### src/rtl/pbp_pkg.sv
`timescale 1ns / 1ps
`default_nettype none

package pbp_pkg;

  // Field and channel widths.
  localparam int unsigned ChanW  = 8;
  localparam int unsigned WordW  = 32;
  localparam int unsigned BytesW = 3;
  localparam int unsigned CfgIdxW = 2;

  // Configuration register indexes.
  localparam logic [CfgIdxW-1:0] CFG_BLEND_CONTROL = 2'd0;
  localparam logic [CfgIdxW-1:0] CFG_SOURCE_COLOR  = 2'd1;
  localparam logic [CfgIdxW-1:0] CFG_SECOND_COLOR  = 2'd2;

  // Bit positions inside blend_control.
  localparam int unsigned BC_ACB_EN   = 3;
  localparam int unsigned BC_AS_ALPHA = 6;
  localparam int unsigned BC_AD_ALPHA = 7;
  localparam int unsigned BC_FMT_HI   = 8;
  localparam int unsigned BC_CS_ALPHA = 9;
  localparam int unsigned BC_CD_ALPHA = 10;
  localparam int unsigned BC_CS_INV   = 11;
  localparam int unsigned BC_CD_INV   = 12;
  localparam int unsigned BC_FMT_POS  = 20;
  localparam int unsigned BC_ASEL_POS = 22;
  localparam int unsigned BC_AS_INV   = 28;
  localparam int unsigned BC_AD_INV   = 29;

  // Full scale and rounding bias of the blend arithmetic.
  localparam logic [ChanW-1:0] FULL       = 8'd255;
  localparam logic [ChanW-1:0] ROUND_BIAS = 8'd127;
  // Smallest weighted sum whose quotient by 255 exceeds 255.
  localparam logic [16:0]      SAT_LIMIT  = 17'd65280;

  // Write formats.
  typedef enum logic [2:0] {
    FMT_A8       = 3'd0,
    FMT_RGB565   = 3'd1,
    FMT_ARGB8888 = 3'd2,
    FMT_ARGB4444 = 3'd3,
    FMT_RSVD4    = 3'd4,
    FMT_RSVD5    = 3'd5,
    FMT_RSVD6    = 3'd6,
    FMT_RSVD7    = 3'd7
  } pbp_fmt_t;

  // Output alpha source when the alpha blend is off.
  typedef enum logic [1:0] {
    ASEL_SECOND = 2'd0,
    ASEL_SOURCE = 2'd1,
    ASEL_ZERO   = 2'd2,
    ASEL_DEST   = 2'd3
  } pbp_asel_t;

  // Blend factor pair handed to one channel mixer.
  typedef struct packed {
    logic [ChanW-1:0] fs;
    logic [ChanW-1:0] fd;
  } pbp_factors_t;

  // Factor on a 0..255 scale: 255, alpha, 0 or 255 - alpha.
  function automatic logic [ChanW-1:0] blend_factor(input logic by_alpha,
                                                    input logic inv,
                                                    input logic [ChanW-1:0] a);
    logic [ChanW-1:0] f;
    if (by_alpha) begin
      f = inv ? (FULL - a) : a;
    end else begin
      f = inv ? '0 : FULL;
    end
    return f;
  endfunction

endpackage

`default_nettype wire

### src/rtl/pixel_blend_and_pack_unit.sv
`timescale 1ns / 1ps
`default_nettype none

// Channel   Direction  Payload                          Handshake
// in_       input      in_dest_pixel[31:0]              in_valid / in_stall
// out_      output     out_pixel[31:0], out_pixel_bytes out_valid / out_stall
// cfg_      input      cfg_index[1:0], cfg_data[31:0]   cfg_we (no wait)
//
// A pixel taken at the input is held in the input register and then in the
// result register, from which out_pixel is driven. One pixel is accepted
// every cycle while out_stall stays low.
// Reset is synchronous and clears the configuration and both valid flags.
// While the result register is held by out_stall, the input register still
// takes one more pixel; in_stall rises only when both are full.
module pixel_blend_and_pack_unit import pbp_pkg::*; (
  input  wire logic              clk,
  input  wire logic              rst_n,
  input  wire logic              in_valid,
  output logic                   in_stall,
  input  wire logic [WordW-1:0]  in_dest_pixel,
  output logic                   out_valid,
  input  wire logic              out_stall,
  output logic [WordW-1:0]       out_pixel,
  output logic [BytesW-1:0]      out_pixel_bytes,
  input  wire logic              cfg_we,
  input  wire logic [CfgIdxW-1:0] cfg_index,
  input  wire logic [WordW-1:0]  cfg_data
);

  logic [WordW-1:0]  blend_control_r;
  logic [WordW-1:0]  source_color_r;
  logic [WordW-1:0]  second_color_r;

  logic              in_valid_r;
  logic [WordW-1:0]  dest_r;
  logic              res_valid_r;
  logic [WordW-1:0]  res_pixel_r;
  logic [BytesW-1:0] res_bytes_r;

  logic              res_free;
  logic              in_take;
  logic              in_adv;

  logic [ChanW-1:0]  sa;
  logic [ChanW-1:0]  da;
  pbp_factors_t      col_fac;
  pbp_factors_t      alp_fac;
  logic [ChanW-1:0]  r_mix;
  logic [ChanW-1:0]  g_mix;
  logic [ChanW-1:0]  b_mix;
  logic [ChanW-1:0]  a_mix;
  logic [ChanW-1:0]  a_out;
  pbp_fmt_t          fmt;
  pbp_asel_t         asel;
  logic [WordW-1:0]  pixel_nxt;
  logic [BytesW-1:0] bytes_nxt;

  // Configuration writes; an unknown index is ignored.
  always_ff @(posedge clk) begin
    if (!rst_n) begin
      blend_control_r <= '0;
      source_color_r  <= '0;
      second_color_r  <= '0;
    end else if (cfg_we) begin
      unique case (cfg_index)
        CFG_BLEND_CONTROL: blend_control_r <= cfg_data;
        CFG_SOURCE_COLOR:  source_color_r  <= cfg_data;
        CFG_SECOND_COLOR:  second_color_r  <= cfg_data;
        default: ;
      endcase
    end
  end

  // Flow control: the result register frees when empty or when taken.
  assign res_free = !res_valid_r || !out_stall;
  assign in_adv   = in_valid_r && res_free;
  assign in_stall = in_valid_r && !res_free;
  assign in_take  = in_valid && !in_stall;

  // Input register.
  always_ff @(posedge clk) begin
    if (!rst_n) begin
      in_valid_r <= 1'b0;
    end else if (in_take) begin
      in_valid_r <= 1'b1;
    end else if (in_adv) begin
      in_valid_r <= 1'b0;
    end
  end

  always_ff @(posedge clk) begin
    if (in_take) begin
      dest_r <= in_dest_pixel;
    end
  end

  // Blend factors for colour and alpha, all driven by the source alpha.
  assign sa = source_color_r[31:24];
  assign da = dest_r[31:24];

  assign col_fac.fs = blend_factor(blend_control_r[BC_CS_ALPHA],
                                   blend_control_r[BC_CS_INV], sa);
  assign col_fac.fd = blend_factor(blend_control_r[BC_CD_ALPHA],
                                   blend_control_r[BC_CD_INV], sa);
  assign alp_fac.fs = blend_factor(blend_control_r[BC_AS_ALPHA],
                                   blend_control_r[BC_AS_INV], sa);
  assign alp_fac.fd = blend_factor(blend_control_r[BC_AD_ALPHA],
                                   blend_control_r[BC_AD_INV], sa);

  // One mixer per channel.
  pbp_mix u_mix_r (
    .s   (source_color_r[23:16]),
    .d   (dest_r[23:16]),
    .fac (col_fac),
    .q   (r_mix)
  );

  pbp_mix u_mix_g (
    .s   (source_color_r[15:8]),
    .d   (dest_r[15:8]),
    .fac (col_fac),
    .q   (g_mix)
  );

  pbp_mix u_mix_b (
    .s   (source_color_r[7:0]),
    .d   (dest_r[7:0]),
    .fac (col_fac),
    .q   (b_mix)
  );

  pbp_mix u_mix_a (
    .s   (sa),
    .d   (da),
    .fac (alp_fac),
    .q   (a_mix)
  );

  // Output alpha: blended, or picked by the alpha source code.
  assign asel = pbp_asel_t'(blend_control_r[BC_ASEL_POS +: 2]);

  always_comb begin
    if (blend_control_r[BC_ACB_EN]) begin
      a_out = a_mix;
    end else begin
      unique case (asel)
        ASEL_SECOND: a_out = second_color_r[31:24];
        ASEL_SOURCE: a_out = sa;
        ASEL_ZERO:   a_out = '0;
        ASEL_DEST:   a_out = da;
        default:     a_out = '0;
      endcase
    end
  end

  // Packing to the write format; reserved codes pass ARGB8888 through.
  assign fmt = pbp_fmt_t'({blend_control_r[BC_FMT_HI],
                           blend_control_r[BC_FMT_POS +: 2]});

  always_comb begin
    unique case (fmt)
      FMT_A8: begin
        pixel_nxt = {24'd0, a_out};
        bytes_nxt = 3'd1;
      end
      FMT_RGB565: begin
        pixel_nxt = {16'd0, r_mix[7:3], g_mix[7:2], b_mix[7:3]};
        bytes_nxt = 3'd2;
      end
      FMT_ARGB4444: begin
        pixel_nxt = {16'd0, a_out[7:4], r_mix[7:4], g_mix[7:4], b_mix[7:4]};
        bytes_nxt = 3'd2;
      end
      default: begin
        pixel_nxt = {a_out, r_mix, g_mix, b_mix};
        bytes_nxt = 3'd4;
      end
    endcase
  end

  // Result register.
  always_ff @(posedge clk) begin
    if (!rst_n) begin
      res_valid_r <= 1'b0;
    end else if (res_free) begin
      res_valid_r <= in_valid_r;
    end
  end

  always_ff @(posedge clk) begin
    if (in_adv) begin
      res_pixel_r <= pixel_nxt;
      res_bytes_r <= bytes_nxt;
    end
  end

  assign out_valid       = res_valid_r;
  assign out_pixel       = res_pixel_r;
  assign out_pixel_bytes = res_bytes_r;

endmodule

`default_nettype wire

### src/rtl/pbp_mix.sv
`timescale 1ns / 1ps
`default_nettype none

// One channel of the blend: (s*fs + d*fd + 127) / 255, saturated at 255.
module pbp_mix import pbp_pkg::*; (
  input  wire logic [ChanW-1:0] s,
  input  wire logic [ChanW-1:0] d,
  input  wire pbp_factors_t     fac,
  output logic      [ChanW-1:0] q
);

  logic [15:0] prod_s;
  logic [15:0] prod_d;
  logic [16:0] sum;
  logic [16:0] recip;

  // Weighted sum with rounding bias; fits in 17 bits.
  assign prod_s = s * fac.fs;
  assign prod_d = d * fac.fd;
  assign sum    = {1'b0, prod_s} + {1'b0, prod_d} + {9'd0, ROUND_BIAS};

  // Exact division by 255 for sums below 255*256: (x + (x >> 8) + 1) >> 8.
  assign recip = {1'b0, sum[15:0]} + {9'd0, sum[15:8]} + 17'd1;

  // Sums at or above the limit would give more than 255, so clamp.
  assign q = (sum >= SAT_LIMIT) ? FULL : recip[15:8];

endmodule

`default_nettype wire
### config.mk
export PLATFORM = sky130hd
export DESIGN_NAME = pixel_blend_and_pack_unit
export DESIGN_NICKNAME = d
export VERILOG_FILES = /design/src/rtl/pbp_pkg.sv /design/src/rtl/pixel_blend_and_pack_unit.sv /design/src/rtl/pbp_mix.sv
export SDC_FILE = /design/constraint.sdc
export NUM_CORES = 2
export LEC_CHECK = 0
export BUFFER_PORTS_ARGS = -buffer_cell sky130_fd_sc_hd__buf_4
export CORE_MARGIN = 4
export CORE_UTILIZATION = 65
export DETAILED_ROUTE_END_ITERATION = 12
export MAX_ROUTING_LAYER = met4
export PLACE_DENSITY = 0.84
export SLEW_MARGIN = 5
export SYNTH_ARGS = -nofsm -noshare
export SYNTH_HDL_FRONTEND = slang
export SYNTH_SLANG_ARGS = --single-unit
### constraint.sdc
create_clock -name clk -period 22.1 [get_ports clk]
set_clock_uncertainty 0.05 [all_clocks]
set_input_delay 3.315 -clock clk [delete_from_list [all_inputs] [get_ports clk]]
set_output_delay 3.315 -clock clk [all_outputs]
set_load 0.01 [all_outputs]
Word level (Yosys, flattened, before mapping)

Index checks and enable logic that the tools add are counted.

Add/sub/neg operators: 17
Multipliers: 8
Magnitude comparators: 4
Eq/ne operators: 7
Muxes and demuxes: 22
Reductions and logical operators: 16

Operators with widths:

| operator                                                             | count |
|---|---|
| 2-to-1 mux 8 bit                                                     | 17 |
| multiplier 8 x 8 -> 16 bit                                           | 8 |
| case mux 32 bit (3 select lines)                                     | 1 |
| adder 16 x 16 -> 17 bit                                              | 4 |
| adder 17 x 7 -> 17 bit (second input constant)                       | 4 |
| greater-or-equal comparator 17 x 16 -> 1 bit (second input constant) | 4 |
| adder 16 x 1 -> 16 bit (second input constant)                       | 4 |
| adder 16 x 8 -> 16 bit                                               | 4 |
| case mux 8 bit (4 select lines)                                      | 1 |
| subtractor 8 bit (first input constant)                              | 1 |
| equality test 2 bit (second input constant)                          | 3 |
| case mux 3 bit (2 select lines)                                      | 1 |
| AND reduction 2 bit                                                  | 3 |
| equality test 2 x 1 -> 1 bit (second input constant)                 | 2 |
| logical NOT 1 bit                                                    | 4 |
| logical NOT 2 bit                                                    | 2 |
| equality test 3 x 1 -> 1 bit (second input constant)                 | 1 |
| equality test 3 x 2 -> 1 bit (second input constant)                 | 1 |
| logical AND 1 bit                                                    | 3 |
| logical NOT 3 bit                                                    | 1 |
| 2-to-1 mux 1 bit                                                     | 2 |
| nonzero test 2 bit                                                   | 1 |
| OR reduction 2 bit                                                   | 1 |
| logical OR 1 bit                                                     | 1 |

Register bits: 163
Output and inout bits: 37
Word-level logic and storage cells: 82

Logic depth before layout (Yosys ltp)

Depth after elaboration: 11
Mapped depth: 35

By module

A second synthesis with hierarchy kept.

Cell total of the unflattened synthesis: 2,656
Area total of the unflattened synthesis: 24,867.6 um^2

Modules (own cells, without submodules):

| module                    | times used | cells each | area each (um^2) | sequential area each (um^2) |
|---|---|---|---|---|
| pixel_blend_and_pack_unit | 1          | 508        | 5,507.8          | 3,133.0 |
| pbp_mix (u_mix_b)         | 1          | 536        | 4,873.4          | 0.0 |
| pbp_mix (u_mix_a)         | 1          | 541        | 4,868.4          | 0.0 |
| pbp_mix (u_mix_g)         | 1          | 539        | 4,814.6          | 0.0 |
| pbp_mix (u_mix_r)         | 1          | 532        | 4,803.4          | 0.0 |

Least setup slack after synthesis

No wires, ideal clock.

Kind: flip-flop to flip-flop
Start: register blend_control_r[11]
End: register res_pixel_r[3] (netlist: out_pixel[3]) (data pin)
Setup time: 0.266 ns
Data arrival time: 7.959 ns
Required time: 21.784 ns
Slack: 13.825 ns
Stages on the path, launching flop included: 33
Buffers on the path: 5
Clock period less this slack: 8.275 ns
Cell sequence: dfxtp_1 clkbuf_1 xnor2_1 clkbuf_1 nand2_1 fa_1 fa_1 inv_1 fa_1 fa_1 fa_1 inv_1 fa_1 inv_1 ha_1 buf_2 a21o_1 o21ai_1 a31oi_1 o41ai_1 xnor2_1 ha_1 o21ai_0 a21oi_1 a311o_1 and4_4 and2_4 buf_6 and3_1 buf_6 or3_1 a31oi_1 a211oi_1

Longest elaborated chain between the ends: 9
Elaborated cells between the ends (all ways): 11
Those cells by class: add/sub: 4; mul: 1; order compare: 1; mux: 5

Ends and longest elaborated chain:

| element                                    | line                             | RTL |
|---|---|---|
| start, declared                            | pixel_blend_and_pack_unit.sv:30  | `logic [WordW-1:0] blend_control_r;` |
| start signal, assigned                     | pixel_blend_and_pack_unit.sv:66  | `CFG_BLEND_CONTROL: blend_control_r <= cfg_data;` |
| 2-to-1 mux 8 bit, on equally long branches | pbp_pkg.sv:71, pbp_pkg.sv:69     |  |
| 2-to-1 mux 8 bit *                         | pbp_pkg.sv:68                    | `if (by_alpha) begin` |
| multiplier 8 x 8 -> 16 bit *               | pbp_mix.sv:18                    | `assign prod_s = s * fac.fs;` |
| adder 16 x 16 -> 17 bit *                  | pbp_mix.sv:20                    | `assign sum = {1'b0, prod_s} + {1'b0, prod_d} + {9'd0, ROUND_BIAS};` |
| adder 17 x 7 -> 17 bit *                   | pbp_mix.sv:20                    |  |
| adder 16 x 8 -> 16 bit                     | pbp_mix.sv:23                    | `assign recip = {1'b0, sum[15:0]} + {9'd0, sum[15:8]} + 17'd1;` |
| adder 16 x 1 -> 16 bit                     | pbp_mix.sv:23                    |  |
| 2-to-1 mux 8 bit *                         | pbp_mix.sv:26                    | `assign q = (sum >= SAT_LIMIT) ? FULL : recip[15:8];` |
| case mux 32 bit (3 select lines) *         | pixel_blend_and_pack_unit.sv:161 | `unique case (fmt)` |
| net pixel_nxt[3]                           | pixel_blend_and_pack_unit.sv:55  | `logic [WordW-1:0] pixel_nxt;` |
| end signal, assigned                       | pixel_blend_and_pack_unit.sv:192 | `res_pixel_r <= pixel_nxt;` |
| end, declared                              | pixel_blend_and_pack_unit.sv:37  | `logic [WordW-1:0] res_pixel_r;` |

The timed path passes the listed nets; every way through them passes the cells marked *.
A chain may end at the register's enable or synchronous reset.

Worst setup path after layout

Start: register source_color_r[25]
End: register res_pixel_r[4] (netlist: out_pixel[4]) (data pin)

Longest elaborated chain between the ends: 11
Elaborated cells between the ends (all ways): 35
Those cells by class: add/sub: 13; mul: 6; order compare: 3; mux: 13

Ends and longest elaborated chain:

| element                                              | line                             | RTL |
|---|---|---|
| start, declared                                      | pixel_blend_and_pack_unit.sv:31  | `logic [WordW-1:0] source_color_r;` |
| start signal, assigned                               | pixel_blend_and_pack_unit.sv:67  | `CFG_SOURCE_COLOR: source_color_r <= cfg_data;` |
| subtractor 8 bit                                     | pbp_pkg.sv:69                    | `f = inv ? (FULL - a) : a;` |
| 2-to-1 mux 8 bit                                     | pbp_pkg.sv:69                    |  |
| 2-to-1 mux 8 bit                                     | pbp_pkg.sv:68                    |  |
| multiplier 8 x 8 -> 16 bit, on equally long branches | pbp_mix.sv:18, pbp_mix.sv:19     |  |
| adder 16 x 16 -> 17 bit                              | pbp_mix.sv:20                    |  |
| adder 17 x 7 -> 17 bit                               | pbp_mix.sv:20                    |  |
| adder 16 x 8 -> 16 bit                               | pbp_mix.sv:23                    |  |
| adder 16 x 1 -> 16 bit                               | pbp_mix.sv:23                    |  |
| 2-to-1 mux 8 bit                                     | pbp_mix.sv:26                    |  |
| 2-to-1 mux 8 bit                                     | pixel_blend_and_pack_unit.sv:143 | `if (blend_control_r[BC_ACB_EN]) begin` |
| case mux 32 bit (3 select lines) *                   | pixel_blend_and_pack_unit.sv:161 |  |
| net pixel_nxt[4]                                     | pixel_blend_and_pack_unit.sv:55  |  |

Marks and branches as above.

==> summary.md <==
| Metric | Value |
|---|---|
| Critical path endpoint | out_pixel[4] |
| Post-route ant nets | 0 |
| Register area share after synthesis | about an eighth |
| Global-route wire length before repair | 107000 um |
| PortBufs | 107 |
| Worst path required time | 22300 ps |
| CTS tree | yes |
| Root Buffer | clkbuf_16 |
| Hold buffers post-CTS | 0 |
| ANT cells | 0 |
| Dominant synthesized flop cell | edfxtp_1 |
| Dpl hpwl | 52700 um |
| Fraction of synthesized cell area taken by the top area cell type | around a third |
| Setup TNS | 0 ps |
| Crit Path Class | reg2reg |
| Starting Density | 66.5% |
| Arr. time, crit path | 10130 ps |
| Worst R2R End | out_pixel[4] |
| Vias per cell | 5.97 |
| Post-synth EDFFs | 67 |
| Die Height | 202 um |
| Most used cell, CP | fa_1 |
| Worst-Skew Late Latency | 450 ps |
| FF-to-FF Start | source_color_r[25] |
| Setup crit start | source_color_r[25] |
| P&R area growth vs syn | 7.78% |
| Final Setup Violations | 0 |
| Setup ws final | 12170 ps |
| Slew Limit Fails | 0 |
| Yosys cell types | 86 |
| Max Cap Viol | 0 |
| Post-synthesis sequential element count | 123 |
| Buffers plus inverters on the worst setup path | 3 |
| Drt total wl | 65000 um |
| Placeable Area | 0.0369 mm2 |
| Critical Path Fanout Max | 16 |
| Top cell type by total area after synthesis | fa_1 |
| Syn_nets | 3428 |
| Site row count | 70 |
| Area contributors post-synth | fa_1 (34%), ha_1 (13%), edfxtp_1 (8.2%) |
| Crit-path slowest cell | xnor2_1 |
| Number of global-route vias before repair | roughly 21000 |
| Fin crit share | between 40 and 50% |
| Clock buffer depth | 2 |
| Netlist Area Pre-Place | 0.0245 mm2 |
| CTS sink cnt | 123 |
| I/O pin total | 108 |
| Largest net degree at the start of global routing | 57 |
| RSZ-0062 raised after global routing | false |
| Via count | 19300 |
| Gp weighted congestion | ~1.0 |
| Die ar. | 0.0409 mm2 |
| Setup crit end kind | flop |
| Hold Path Class | reg2reg |
| Worst Reg-to-Reg Cells | 27 |
| Status | finished clean |
| Synth warn | 0 |
| Post-CTS Setup Bufs | 0 |
| Total track usage | between 30 and 40% |
| GRT overflow | 0 |
| Commonest non-fill, non-tap cell in the layout | inv_1 |
| Ys async rst share | 0% |
| Commonest cells after routing, fill and taps aside | inv_1 (467), fa_1 (416), nand2_1 (392), and2_1 (264), ha_1 (264) |
| Post-CTS resize count | 0 |
| Filler cells | 2688 |
| CTS Buf Count | 17 |
| Post-synthesis area per instance | 9.16 um2 |
| Maximum clock rate | just over 0.1 GHz |
| Slew HR | between 10% and 20% |
| Pre-CTS WS | approximately 13000 ps |
| WL per Instance | 20.0 um |
| Worst reg-to-reg setup slack | 12170 ps |
| Largest delay share family, worst path | adder cells |
| Critical path launch point type | flop |
| Initial antenna violation count | 0 |
| CTS H-tree lvls | 4 |
| Final count of hold timing violations | 0 |
| WP depth | 27 |
| Die Wd | 202 um |
| First-pass iteration count of the detailed router | 8 |
| Worst Max-Slew Pin Slew | 1250 ps |
| Iteration-0 DRC Markers | between 1500 and 2000 |
| DRC | 0 |
| Hold WS | around 470 ps |
| Crit-path max cell delay | 820 ps |
| Cells after synthesis | 2677 |
| Nets | 3477 |
| Fraction of layout cells with a size suffix above 1 | 7.41% |
| Fin crit period | 9930 ps |
| Worst-path clk slew | about 70 ps |
[Yosys cell counts, drive strengths merged, types with 7 or more instances]
master    n
inv     467
fa      416
nand2   392
and2    266
ha      264
clkbuf   82
xnor2    77
a21oi    70
edfxtp   67
nor2     65
o21ai    59
dfxtp    56
nor2b    53
a21boi   51
a21o     25
mux2i    22
nor3     19
xor2     19
o21a     18
buf      17
o211ai   15
a31oi    13
nand2b   13
a211oi   12
and3     11
nand3    10
a221oi    8
nand4     8
or2       7
[metal layers]
metal / track usage (%) / vias up / wire length, um
met4: 16.7 / 0 / 3860
li1: - / 8530 / -
met2: 55.2 / 960 / 31500
met1: 41.7 / 9571 / 24200
met5: - / - / 0
met3: 5.31 / 288 / 5470
[tightest hold or removal path: stages, from the launching register on]
cell and delay, ps:
dfxtp_1 350, a21oi_1 50, nor2b_1 90
[area by class of cell]
class	count	area [um2]	share of cell area, %
Sequential cell	123	3130	11.9
Inverter	467	1750	6.63
Timing Repair Buffer	129	968	3.66
Clock inverter	13	136	0.516
Multi-Input combinational cell	1988	19400	73.3
Tap cell	504	631	2.39
Clock buffer	19	433	1.64
[sequential cells by signal, summed over array words and instances (netlist names)]
signal,cells
out_valid,1
in_valid_r,1
out_pixel,32
source_color_r,32
out_pixel_bytes,3
second_color_r,8
dest_r,32
blend_control_r,14
[through the flow]
stage | instance area, um2 | cells | utilization [%]
2_1_floorplan | 24500 | 2677 | -
3_3_place_gp | 25900 | 3211 | 70.1
3_5_place_dp | 25900 | 3211 | 70.1
4_1_cts | 26400 | 3243 | 71.7
5_1_grt | 26400 | 3243 | 71.7
6_report | 26400 | 3243 | 71.7
[worst min path at each step]
stage                        from                 end  cells after the start
2_1_floorplan          in_valid_r           out_valid                      2
3_3_place_gp           in_valid_r           out_valid                      2
3_5_place_dp           in_valid_r           out_valid                      2
4_1_cts                in_valid_r           out_valid                      2
5_1_grt        second_color_r[26]  second_color_r[26]                      2
6_report               in_valid_r           out_valid                      2
[logic make-up after synthesis]
logic type | Yosys count | synth area share, %
simple gates | 870 | 17.6
flops | 123 | 12.8
mux | 25 | 1.05
compound gates | 317 | 8.90
buf+inv | 566 | 8.75
fa+ha+maj | 680 | 47.4
xor+xnor | 96 | 3.49
Power is not shown: default switching activity piles up to over one toggle a cycle in this logic, so the estimate is an artifact.
